==> src/rtl/assert_macros.svh <==
// Assertion macros shared by the scheduler RTL.
`ifndef ASSERT_MACROS_SVH
`define ASSERT_MACROS_SVH
`ifndef SYNTHESIS
`define ASSERT_IMP(lbl, ante, cons) \
  lbl: assert property (@(posedge clk) disable iff (rst) (ante) |-> (cons)) \
    else $error("assertion failed");
`define ASSERT_NXT(lbl, ante, cons) \
  lbl: assert property (@(posedge clk) disable iff (rst) (ante) |=> (cons)) \
    else $error("assertion failed");
`else
`define ASSERT_IMP(lbl, ante, cons)
`define ASSERT_NXT(lbl, ante, cons)
`endif
`endif

==> src/rtl/srtf_pkg.sv <==
// Shared widths, record types and controller states of the SRTF scheduler.
package srtf_pkg;

  localparam int MAX_PROCS_DEF = 16;
  localparam int ID_W          = 8;
  localparam int ARR_W         = 16;
  localparam int BURST_W       = 12;
  localparam int TIME_W        = 18;

  typedef struct packed {
    logic [ID_W-1:0]    id;
    logic [ARR_W-1:0]   arrival;
    logic [BURST_W-1:0] burst;
  } stat_t;

  typedef struct packed {
    logic [BURST_W-1:0] remaining;
    logic [TIME_W-1:0]  completion;
  } dyn_t;

  typedef enum logic [3:0] {
    S_LOAD,
    S_TICK,
    S_SCAN,
    S_DRAIN,
    S_UPDATE,
    S_OUT_RD,
    S_OUT_TA,
    S_OUT_W,
    S_OUT_SEND
  } state_t;

endpackage

==> src/rtl/srtf_if.sv <==
// Job and result channel interfaces of the SRTF scheduler.
interface srtf_in_if import srtf_pkg::*; ();
  logic               valid;
  logic               ready;
  logic [ID_W-1:0]    process_id;
  logic [ARR_W-1:0]   arrival_time;
  logic [BURST_W-1:0] burst_time;
  logic               last_process;

  modport source (output valid, output process_id, output arrival_time,
                  output burst_time, output last_process, input ready);
  modport sink (input valid, input process_id, input arrival_time,
                input burst_time, input last_process, output ready);
endinterface

interface srtf_out_if import srtf_pkg::*; ();
  logic              valid;
  logic              ready;
  logic [ID_W-1:0]   result_id;
  logic [TIME_W-1:0] completion_time;
  logic [TIME_W-1:0] turnaround_time;
  logic [TIME_W-1:0] waiting_time;
  logic              last_result;

  modport source (output valid, output result_id, output completion_time,
                  output turnaround_time, output waiting_time, output last_result,
                  input ready);
  modport sink (input valid, input result_id, input completion_time,
                input turnaround_time, input waiting_time, input last_result,
                output ready);
endinterface

==> src/rtl/srtf_preemptive_scheduler_core.sv <==
// Preemptive shortest-remaining-time-first scheduler core.
// Usage:
//   jobs    : one process record per transaction (id, arrival, burst, last flag).
//             Records load one per cycle; last_process, or the MAX_PROCS-th
//             record, closes the job set.
//   results : one transaction per loaded process, in load order, last_result
//             set on the final one.
// Operation: after the closing record the core simulates tick by tick. A tick
//   is S_TICK, a scan of the n entries through the one read port of the
//   record memories, S_DRAIN, then a write back in S_UPDATE; a gap with nothing
//   ready costs one scan and jumps to the next arrival. A result takes S_OUT_RD,
//   S_OUT_TA, S_OUT_W, S_OUT_SEND and any receiver stall. Throughput is one job
//   set at a time: jobs.ready is low from the closing record until the last result leaves.
// Reset: the job set is emptied and the core waits for records; the memories
//   are not cleared since every entry is written before it is read.
// Stall: a result is held in the output register until results.ready is high.
module srtf_preemptive_scheduler_core import srtf_pkg::*; #(
  parameter int MAX_PROCS = MAX_PROCS_DEF
) (
  input  logic       clk,
  input  logic       rst,
  srtf_in_if.sink    jobs,
  srtf_out_if.source results
);

  `include "assert_macros.svh"

  localparam int IDX_W  = (MAX_PROCS > 1) ? $clog2(MAX_PROCS) : 1;
  localparam int CNT_W  = $clog2(MAX_PROCS + 1);
  localparam int TICK_W = $clog2((1 << ARR_W) + MAX_PROCS * (1 << BURST_W)) + 1;
  localparam logic [IDX_W-1:0] LAST_SLOT = IDX_W'(MAX_PROCS - 1);

  state_t             state, state_next;
  logic [CNT_W-1:0]   loaded_count;
  logic [CNT_W-1:0]   done_count;
  logic [TICK_W-1:0]  tick;
  logic [ARR_W-1:0]   min_arr;
  logic [IDX_W-1:0]   scan_idx;
  logic               rd_vld;
  logic [IDX_W-1:0]   rd_idx;
  logic               found;
  logic [BURST_W-1:0] best;
  logic [IDX_W-1:0]   pick;
  logic               next_vld;
  logic [ARR_W-1:0]   next_arr;
  logic [IDX_W-1:0]   out_idx;
  logic [ID_W-1:0]    hold_id;
  logic [TIME_W-1:0]  hold_c;
  logic [TIME_W-1:0]  hold_ta;
  logic [BURST_W-1:0] hold_burst;
  logic               out_vld;
  logic [ID_W-1:0]    out_id;
  logic [TIME_W-1:0]  out_c;
  logic [TIME_W-1:0]  out_ta;
  logic [TIME_W-1:0]  out_w;
  logic               out_last;

  logic               job_acc, res_acc, close_set;
  logic [IDX_W-1:0]   slot, n_last;
  logic [ARR_W-1:0]   min_cur;
  logic               stat_we, dyn_we;
  logic [IDX_W-1:0]   dyn_waddr, raddr;
  stat_t              stat_wdata, stat_q;
  dyn_t               dyn_wdata, dyn_q;
  logic               take, later;
  logic [TIME_W-1:0]  arr_ext, burst_ext;

  assign job_acc   = jobs.valid && jobs.ready;
  assign res_acc   = results.valid && results.ready;
  assign slot      = IDX_W'(loaded_count);
  assign n_last    = IDX_W'(loaded_count - CNT_W'(1));
  assign close_set = jobs.last_process || (slot == LAST_SLOT);
  assign min_cur   = (loaded_count == '0 || jobs.arrival_time < min_arr) ?
                     jobs.arrival_time : min_arr;

  assign take  = rd_vld && (TICK_W'(stat_q.arrival) <= tick) &&
                 (dyn_q.remaining != '0) && (!found || dyn_q.remaining < best);
  assign later = rd_vld && (dyn_q.remaining != '0) &&
                 (TICK_W'(stat_q.arrival) > tick) &&
                 (!next_vld || stat_q.arrival < next_arr);

  assign arr_ext   = TIME_W'(stat_q.arrival);
  assign burst_ext = TIME_W'(hold_burst);

  srtf_ram #(.WIDTH($bits(stat_t)), .DEPTH(MAX_PROCS)) u_stat_ram (
    .clk   (clk),
    .we    (stat_we),
    .waddr (slot),
    .wdata (stat_wdata),
    .raddr (raddr),
    .rdata (stat_q)
  );

  srtf_ram #(.WIDTH($bits(dyn_t)), .DEPTH(MAX_PROCS)) u_dyn_ram (
    .clk   (clk),
    .we    (dyn_we),
    .waddr (dyn_waddr),
    .wdata (dyn_wdata),
    .raddr (raddr),
    .rdata (dyn_q)
  );

  always_comb begin
    state_next = state;
    unique case (state)
      S_LOAD: begin
        if (job_acc && close_set) state_next = S_TICK;
      end
      S_TICK: begin
        state_next = (done_count == loaded_count) ? S_OUT_RD : S_SCAN;
      end
      S_SCAN: begin
        if (scan_idx == n_last) state_next = S_DRAIN;
      end
      S_DRAIN:  state_next = S_UPDATE;
      S_UPDATE: begin
        state_next = (found || next_vld) ? S_TICK : S_OUT_RD;
      end
      S_OUT_RD: state_next = S_OUT_TA;
      S_OUT_TA: state_next = S_OUT_W;
      S_OUT_W:  state_next = S_OUT_SEND;
      S_OUT_SEND: begin
        if (res_acc) state_next = (out_idx == n_last) ? S_LOAD : S_OUT_RD;
      end
      default: state_next = S_LOAD;
    endcase
  end

  always_comb begin
    jobs.ready           = (state == S_LOAD);
    stat_we              = job_acc;
    stat_wdata.id        = jobs.process_id;
    stat_wdata.arrival   = jobs.arrival_time;
    stat_wdata.burst     = jobs.burst_time;
    dyn_we               = job_acc || (state == S_UPDATE && found);
    dyn_waddr            = (state == S_LOAD) ? slot : pick;
    dyn_wdata.remaining  = jobs.burst_time;
    dyn_wdata.completion = TIME_W'(jobs.arrival_time);
    if (state != S_LOAD) begin
      dyn_wdata.remaining  = best - BURST_W'(1);
      dyn_wdata.completion = TIME_W'(tick + TICK_W'(1));
    end
    raddr = (state == S_OUT_RD) ? out_idx : scan_idx;
  end

  assign results.valid           = out_vld;
  assign results.result_id       = out_id;
  assign results.completion_time = out_c;
  assign results.turnaround_time = out_ta;
  assign results.waiting_time    = out_w;
  assign results.last_result     = out_last;

  always_ff @(posedge clk) begin
    rd_idx <= scan_idx;
    if (take) begin
      best <= dyn_q.remaining;
      pick <= rd_idx;
    end
    if (later) begin
      next_arr <= stat_q.arrival;
    end
    case (state)
      S_LOAD: begin
        if (job_acc) begin
          min_arr <= min_cur;
        end
      end
      S_OUT_TA: begin
        hold_id    <= stat_q.id;
        hold_c     <= dyn_q.completion;
        hold_ta    <= (dyn_q.completion >= arr_ext) ? dyn_q.completion - arr_ext : '0;
        hold_burst <= stat_q.burst;
      end
      S_OUT_W: begin
        out_id   <= hold_id;
        out_c    <= hold_c;
        out_ta   <= hold_ta;
        out_w    <= (hold_ta >= burst_ext) ? hold_ta - burst_ext : '0;
        out_last <= (out_idx == n_last);
      end
      default: begin
      end
    endcase
  end

  always_ff @(posedge clk) begin
    if (rst) begin
      state        <= S_LOAD;
      loaded_count <= '0;
      done_count   <= '0;
      tick         <= '0;
      scan_idx     <= '0;
      rd_vld       <= 1'b0;
      found        <= 1'b0;
      next_vld     <= 1'b0;
      out_idx      <= '0;
      out_vld      <= 1'b0;
    end else begin
      state  <= state_next;
      rd_vld <= (state == S_SCAN);
      if (take) found <= 1'b1;
      if (later) next_vld <= 1'b1;
      case (state)
        S_LOAD: begin
          if (job_acc) begin
            loaded_count <= loaded_count + CNT_W'(1);
            done_count   <= ((loaded_count == '0) ? '0 : done_count) +
                            CNT_W'(jobs.burst_time == '0);
            if (close_set) tick <= TICK_W'(min_cur);
          end
        end
        S_TICK: begin
          scan_idx <= '0;
          found    <= 1'b0;
          next_vld <= 1'b0;
          out_idx  <= '0;
        end
        S_SCAN: begin
          scan_idx <= scan_idx + IDX_W'(1);
        end
        S_UPDATE: begin
          out_idx <= '0;
          if (found) begin
            tick <= tick + TICK_W'(1);
            if (best == BURST_W'(1)) done_count <= done_count + CNT_W'(1);
          end else if (next_vld) begin
            tick <= TICK_W'(next_arr);
          end
        end
        S_OUT_W: begin
          out_vld <= 1'b1;
        end
        S_OUT_SEND: begin
          if (res_acc) begin
            out_vld <= 1'b0;
            if (out_idx == n_last) begin
              loaded_count <= '0;
            end else begin
              out_idx <= out_idx + IDX_W'(1);
            end
          end
        end
        default: begin
        end
      endcase
    end
  end

  `ASSERT_IMP(a_ready_idle, jobs.ready, !results.valid)
  `ASSERT_IMP(a_count_range, 1'b1, loaded_count <= CNT_W'(MAX_PROCS))
  `ASSERT_IMP(a_done_range, state != S_LOAD, done_count <= loaded_count)
  `ASSERT_NXT(a_set_closed, res_acc && results.last_result, loaded_count == '0)
  `ASSERT_NXT(a_tick_step, state == S_UPDATE && found, tick == $past(tick) + 1'b1)

endmodule

==> src/rtl/srtf_ram.sv <==
// Generic simple dual-port RAM with registered read.
module srtf_ram #(
  parameter int WIDTH = 8,
  parameter int DEPTH = 16
) (
  input  logic                                  clk,
  input  logic                                  we,
  input  logic [((DEPTH > 1) ? $clog2(DEPTH) : 1)-1:0] waddr,
  input  logic [WIDTH-1:0]                      wdata,
  input  logic [((DEPTH > 1) ? $clog2(DEPTH) : 1)-1:0] raddr,
  output logic [WIDTH-1:0]                      rdata
);

  logic [WIDTH-1:0] mem [DEPTH];

  always_ff @(posedge clk) begin
    if (we) begin
      mem[waddr] <= wdata;
    end
    rdata <= mem[raddr];
  end

endmodule
==> src/flat_wrapper.sv <==
// flat-port wrapper written by rule: the top's interface ports become plain ports
module srtf_preemptive_scheduler_core_flat import srtf_pkg::*;
#(
  parameter int MAX_PROCS = MAX_PROCS_DEF
)
  (clk, rst, jobs_valid, jobs_process_id, jobs_arrival_time, jobs_burst_time, jobs_last_process, jobs_ready, results_valid, results_result_id, results_completion_time, results_turnaround_time, results_waiting_time, results_last_result, results_ready);
  srtf_in_if jobs_i ();
  srtf_out_if results_i ();
  input  logic clk;
  input  logic rst;
  input wire logic [$bits(jobs_i.valid)-1:0] jobs_valid;
  input wire logic [$bits(jobs_i.process_id)-1:0] jobs_process_id;
  input wire logic [$bits(jobs_i.arrival_time)-1:0] jobs_arrival_time;
  input wire logic [$bits(jobs_i.burst_time)-1:0] jobs_burst_time;
  input wire logic [$bits(jobs_i.last_process)-1:0] jobs_last_process;
  output wire logic [$bits(jobs_i.ready)-1:0] jobs_ready;
  output wire logic [$bits(results_i.valid)-1:0] results_valid;
  output wire logic [$bits(results_i.result_id)-1:0] results_result_id;
  output wire logic [$bits(results_i.completion_time)-1:0] results_completion_time;
  output wire logic [$bits(results_i.turnaround_time)-1:0] results_turnaround_time;
  output wire logic [$bits(results_i.waiting_time)-1:0] results_waiting_time;
  output wire logic [$bits(results_i.last_result)-1:0] results_last_result;
  input wire logic [$bits(results_i.ready)-1:0] results_ready;
  assign jobs_i.valid = jobs_valid;
  assign jobs_i.process_id = jobs_process_id;
  assign jobs_i.arrival_time = jobs_arrival_time;
  assign jobs_i.burst_time = jobs_burst_time;
  assign jobs_i.last_process = jobs_last_process;
  assign jobs_ready = jobs_i.ready;
  assign results_valid = results_i.valid;
  assign results_result_id = results_i.result_id;
  assign results_completion_time = results_i.completion_time;
  assign results_turnaround_time = results_i.turnaround_time;
  assign results_waiting_time = results_i.waiting_time;
  assign results_last_result = results_i.last_result;
  assign results_i.ready = results_ready;
  srtf_preemptive_scheduler_core #(.MAX_PROCS(MAX_PROCS)) u_core (.clk(clk), .rst(rst), .jobs(jobs_i), .results(results_i));
endmodule
==> config.mk <==
export PLATFORM = sky130hd
export DESIGN_NAME = srtf_preemptive_scheduler_core_flat
export DESIGN_NICKNAME = d
export VERILOG_FILES = /design/src/rtl/srtf_pkg.sv /design/src/rtl/srtf_if.sv /design/src/rtl/srtf_preemptive_scheduler_core.sv /design/src/rtl/srtf_ram.sv /design/src/flat_wrapper.sv
export VERILOG_INCLUDE_DIRS = /design/src /design/src/rtl
export SDC_FILE = /design/constraint.sdc
export NUM_CORES = 2
export LEC_CHECK = 0
export BUFFER_PORTS_ARGS = -buffer_cell sky130_fd_sc_hd__buf_2
export CAP_MARGIN = 20
export CELL_PAD_IN_SITES_DETAIL_PLACEMENT = 0
export CELL_PAD_IN_SITES_GLOBAL_PLACEMENT = 2
export CORE_ASPECT_RATIO = 1.2
export CORE_MARGIN = 5
export CORE_UTILIZATION = 49
export CTS_BUF_LIST = sky130_fd_sc_hd__clkbuf_16
export DETAILED_ROUTE_END_ITERATION = 6
export PLACE_DENSITY_LB_ADDON = 0.1
export SYNTH_ARGS = -nofsm -noshare
export SYNTH_HDL_FRONTEND = slang
export SYNTH_HIERARCHICAL = 1
export SYNTH_SLANG_ARGS = --single-unit
==> constraint.sdc <==
create_clock -name clk -period 5.8 [get_ports clk]
set_input_delay 0.58 -clock clk [delete_from_list [all_inputs] [get_ports clk]]
set_output_delay 0.58 -clock clk [all_outputs]
set_load 0.05 [all_outputs]
==> impl_metrics.py <==
metrics = {
    "run_status": {
        "status": "complete, no violations",
    },
    "placement": {
        "dp_hpwl_um": 86600,
        "port_buffers": 105,
        "dp_slack_ns": 1.69,
        "place_congestion": 0.812,
    },
    "cts": {
        "post_cts_resized": 0,
        "clockBufferDepth": 3,
        "htree_levels": 4,
        "clock_sinks": 1337,
        "holdBufCountCts": 0,
        "clkLatencyLatePin_ns": 0.77,
        "postCtsSetupBuffers": 0,
        "clkTransAtPathRegs_ns": 0.06,
        "cts_tree": "yes",
        "clock-root-buffer": "clkbuf_16",
        "cts_buffers": 135,
    },
    "global_route": {
        "grtUsageMet1": 0.310,
        "use_met3": 0.0362,
        "grt_pass1_vias": 28971,
        "overflow": 0,
        "grt_max_degree": 86,
        "antenna_found_initial": 2,
        "grt_first_pass_wirelength_um": 198000,
        "grtUsageTotal": 0.232,
        "use_met2": 0.401,
        "busiest_layer": "met2",
    },
    "setup_path": {
        "worst_ep_required_time_ns": 6.25,
        "cp-start-kind": "register",
        "worstPathCellList": "nor2_1 > nand2_1 > o21ai_0 > nand2b_1 > nor2_4 > buf_4",
        "crit_family": "simple AND/OR/NAND/NOR gates",
        "end_kind": "register",
        "path_buf_inv": 1,
        "cp_data_arrival_time_ns": 4.61,
        "crit_fanout": 18,
        "crit_path_top_delay_cell": "o21ai_0",
        "max_stage_delay_ns": 0.94,
        "setup.worst_path.class": "register to register",
    },
    "drt": {
        "detail-route-antenna-nets": 0,
        "dr.pass1.iters": 5,
        "vias": 28233,
        "drtIter0Drc": 2629,
        "wirelength_um": 136000,
        "viasPerCell": 6.03,
        "drc": 0,
        "wl_per_cell_um": 29.0,
    },
    "synthesis": {
        "synth-seq-cells": 1337,
        "synth_top_cell_by_area": "edfxtp_1",
        "synth_nets": 3082,
        "netlist.area_leader.share": 0.683,
        "synth_cell_types": 76,
        "synth_flop_cell": "edfxtp_1",
        "synth_edf_count": 1223,
        "seq_area_frac_synth": 0.726,
        "syn_inst": 2943,
        "synth_async_sr_flop_share": 0,
        "synth_area_leaders": "edfxtp_1 68%, mux4_2 8.8%, dfxtp_1 4.2%, mux4_1 2.6%, ha_1 2.2%",
        "syn_area_per_cell_um2": 18.3,
        "yosysWarnings": 6,
        "netlist_area_um2": 53700,
    },
    "timing": {
        "skew_ns": 0.0315,
        "hold_viol": 0,
        "min_period_ns": 4.15,
        "worst_pin_slew_ns": 1.06,
        "rsz0062_at_grt": "false",
        "tns_ns": 0,
        "slew_headroom": 0.296,
        "fin_ws_ns": 1.65,
        "finalMaxSlewViolations": 0,
        "finalSetupViolations": 0,
        "holdWs_ns": 0.157,
        "max_clock_freq_mhz": 241,
        "finalCritPeriodShare": 0.716,
    },
    "final_layout": {
        "area_growth_syn_to_layout_pct": 13.2,
        "final_common_cell": "edfxtp_1",
        "layout_common_cells": "1223 x edfxtp_1, 210 x mux4_2, 167 x nand2_1",
        "num-nets-final": 3288,
        "fill_cells": 8303,
        "layout-drive-gt1-share": 0.213,
    },
    "pwr": {
        "peakVddDrop_mv": 0.311,
        "cellPowerDensity_nw_per_um2": 396,
        "p_leak_nw": 20.1,
    },
    "floorplanning": {
        "rows": 133,
        "die_y_um": 373,
        "io_pins": 106,
        "coreArea_um2": 109000,
        "dieArea_um2": 116000,
        "die_width_um": 312,
        "initial_utilization": 0.492,
    },
    "run": {
        "maxCapViolCount": 0,
    },
    "hold_path": {
        "hold_path.class": "input pin to register",
    },
}
layer usage:
| metal | vias to the layer above | share of wire |
|---|---|---|
| met5 | - | 0 |
| li1 | 12342 | - |
| met3 | 186 | 0.052 |
| met2 | 888 | 0.51 |
| met4 | 0 | 0.026 |
| met1 | 14817 | 0.41 |
per-stage QoR:
step,cells,power [mW],util,instance area (um2)
6_report,4682,24.1,0.556,60800
5_1_grt,4680,25.0,0.556,60800
4_1_cts,4680,24.3,0.556,60800
3_5_place_dp,4429,15.7,0.516,56400
3_3_place_gp,4414,15.6,0.514,56200
2_1_floorplan,2943,14.3,-,53700
area by class of cell:
class                   instances  area [um2]  share of cell area
clock buffers                 137        3430              0.0564
flip-flops and latches       1337       39000               0.641
repair buffers                203        1430              0.0235
well taps                    1417        1770              0.0292
multi-input cells            1366       13800               0.227
inverters                     106         399             0.00656
diodes                          2        5.00           0.0000823
clock inverters               114         970              0.0159
cells by family (layout without fill, tap and decap cells):
family | count (synthesis) | count (layout) | synth area share
flops | 1337 | 1337 | 0.726
xor+xnor | 49 | 49 | 0.00824
other cells | 0 | 2 | 0
fa+ha+maj | 98 | 98 | 0.0231
buf+inv | 240 | 560 | 0.0232
mux | 284 | 284 | 0.118
simple gates | 520 | 520 | 0.0472
compound gates | 415 | 415 | 0.0540
report_power, final:
part / leakage (nW) / switching [mW] / internal [mW]
logic: 5.90 / 2.26 / 1.31
registers: 12.0 / 0.388 / 11.5
clock network: 2.25 / 3.70 / 4.88
synth_stat cells, types with 10 or more instances:
| master | number |
|---|---|
| a211oi_1 | 30 |
| a21o_1 | 15 |
| a21oi_1 | 63 |
| a221o_1 | 12 |
| a22oi_1 | 141 |
| a31oi_1 | 11 |
| and3_1 | 14 |
| buf_12 | 10 |
| buf_2 | 29 |
| buf_6 | 12 |
| clkbuf_1 | 71 |
| dfxtp_1 | 114 |
| edfxtp_1 | 1223 |
| ha_1 | 96 |
| inv_1 | 105 |
| mux2_2 | 11 |
| mux4_1 | 54 |
| mux4_2 | 210 |
| nand2_1 | 167 |
| nand2b_1 | 15 |
| nand3_1 | 36 |
| nand4_1 | 21 |
| nor2_1 | 121 |
| nor2b_1 | 23 |
| nor3_1 | 43 |
| nor4_1 | 17 |
| o21a_1 | 18 |
| o21ai_0 | 60 |
| or3_1 | 15 |
| xnor2_1 | 31 |
| xor2_1 | 17 |
final timing paths:
kind                              startpoint                                   end  slack, ns  depth (start not counted)
max             u_core/state[0]$_SDFFE_PP0P_  u_core/u_dyn_ram/mem[6][0]$_DFFE_PP_       1.65                          6
min                            results_ready          u_core/state[3]$_SDFFE_PP0P_       0.16                          4
max reg2reg     u_core/state[0]$_SDFFE_PP0P_  u_core/u_dyn_ram/mem[6][0]$_DFFE_PP_       1.65                          6
min reg2reg  u_core/scan_idx[3]$_SDFFE_PP0P_              u_core/rd_idx[3]$_DFF_P_       0.40                          0
flip-flops by register name (all words and copies together) (netlist names), 4 cells and up:
signal / count
u_core/min_arr: 16
u_core/out_idx: 4
u_core/best: 12
u_core/results.completion_time: 18
u_core/results.waiting_time: 18
u_core/done_count: 5
u_core/results.result_id: 8
u_core/hold_ta: 18
u_core/u_dyn_ram/rdata: 30
u_core/results.turnaround_time: 18
u_core/next_arr: 16
u_core/scan_idx: 4
u_core/pick: 4
u_core/u_stat_ram/mem: 576
u_core/loaded_count: 5
u_core/state: 4
u_core/hold_burst: 12
u_core/tick: 18
u_core/hold_c: 18
u_core/rd_idx: 4
u_core/hold_id: 8
u_core/u_dyn_ram/mem: 480
u_core/u_stat_ram/rdata: 36
worst register-to-register path: stages, from the launching register on:
cell and delay [ns]:
dfxtp_1 0.43, nor2_1 0.29, nand2_1 0.53, o21ai_0 0.95
nand2b_1 0.46, nor2_4 0.81, buf_4 0.39
Power figures use the tool's default switching activity.
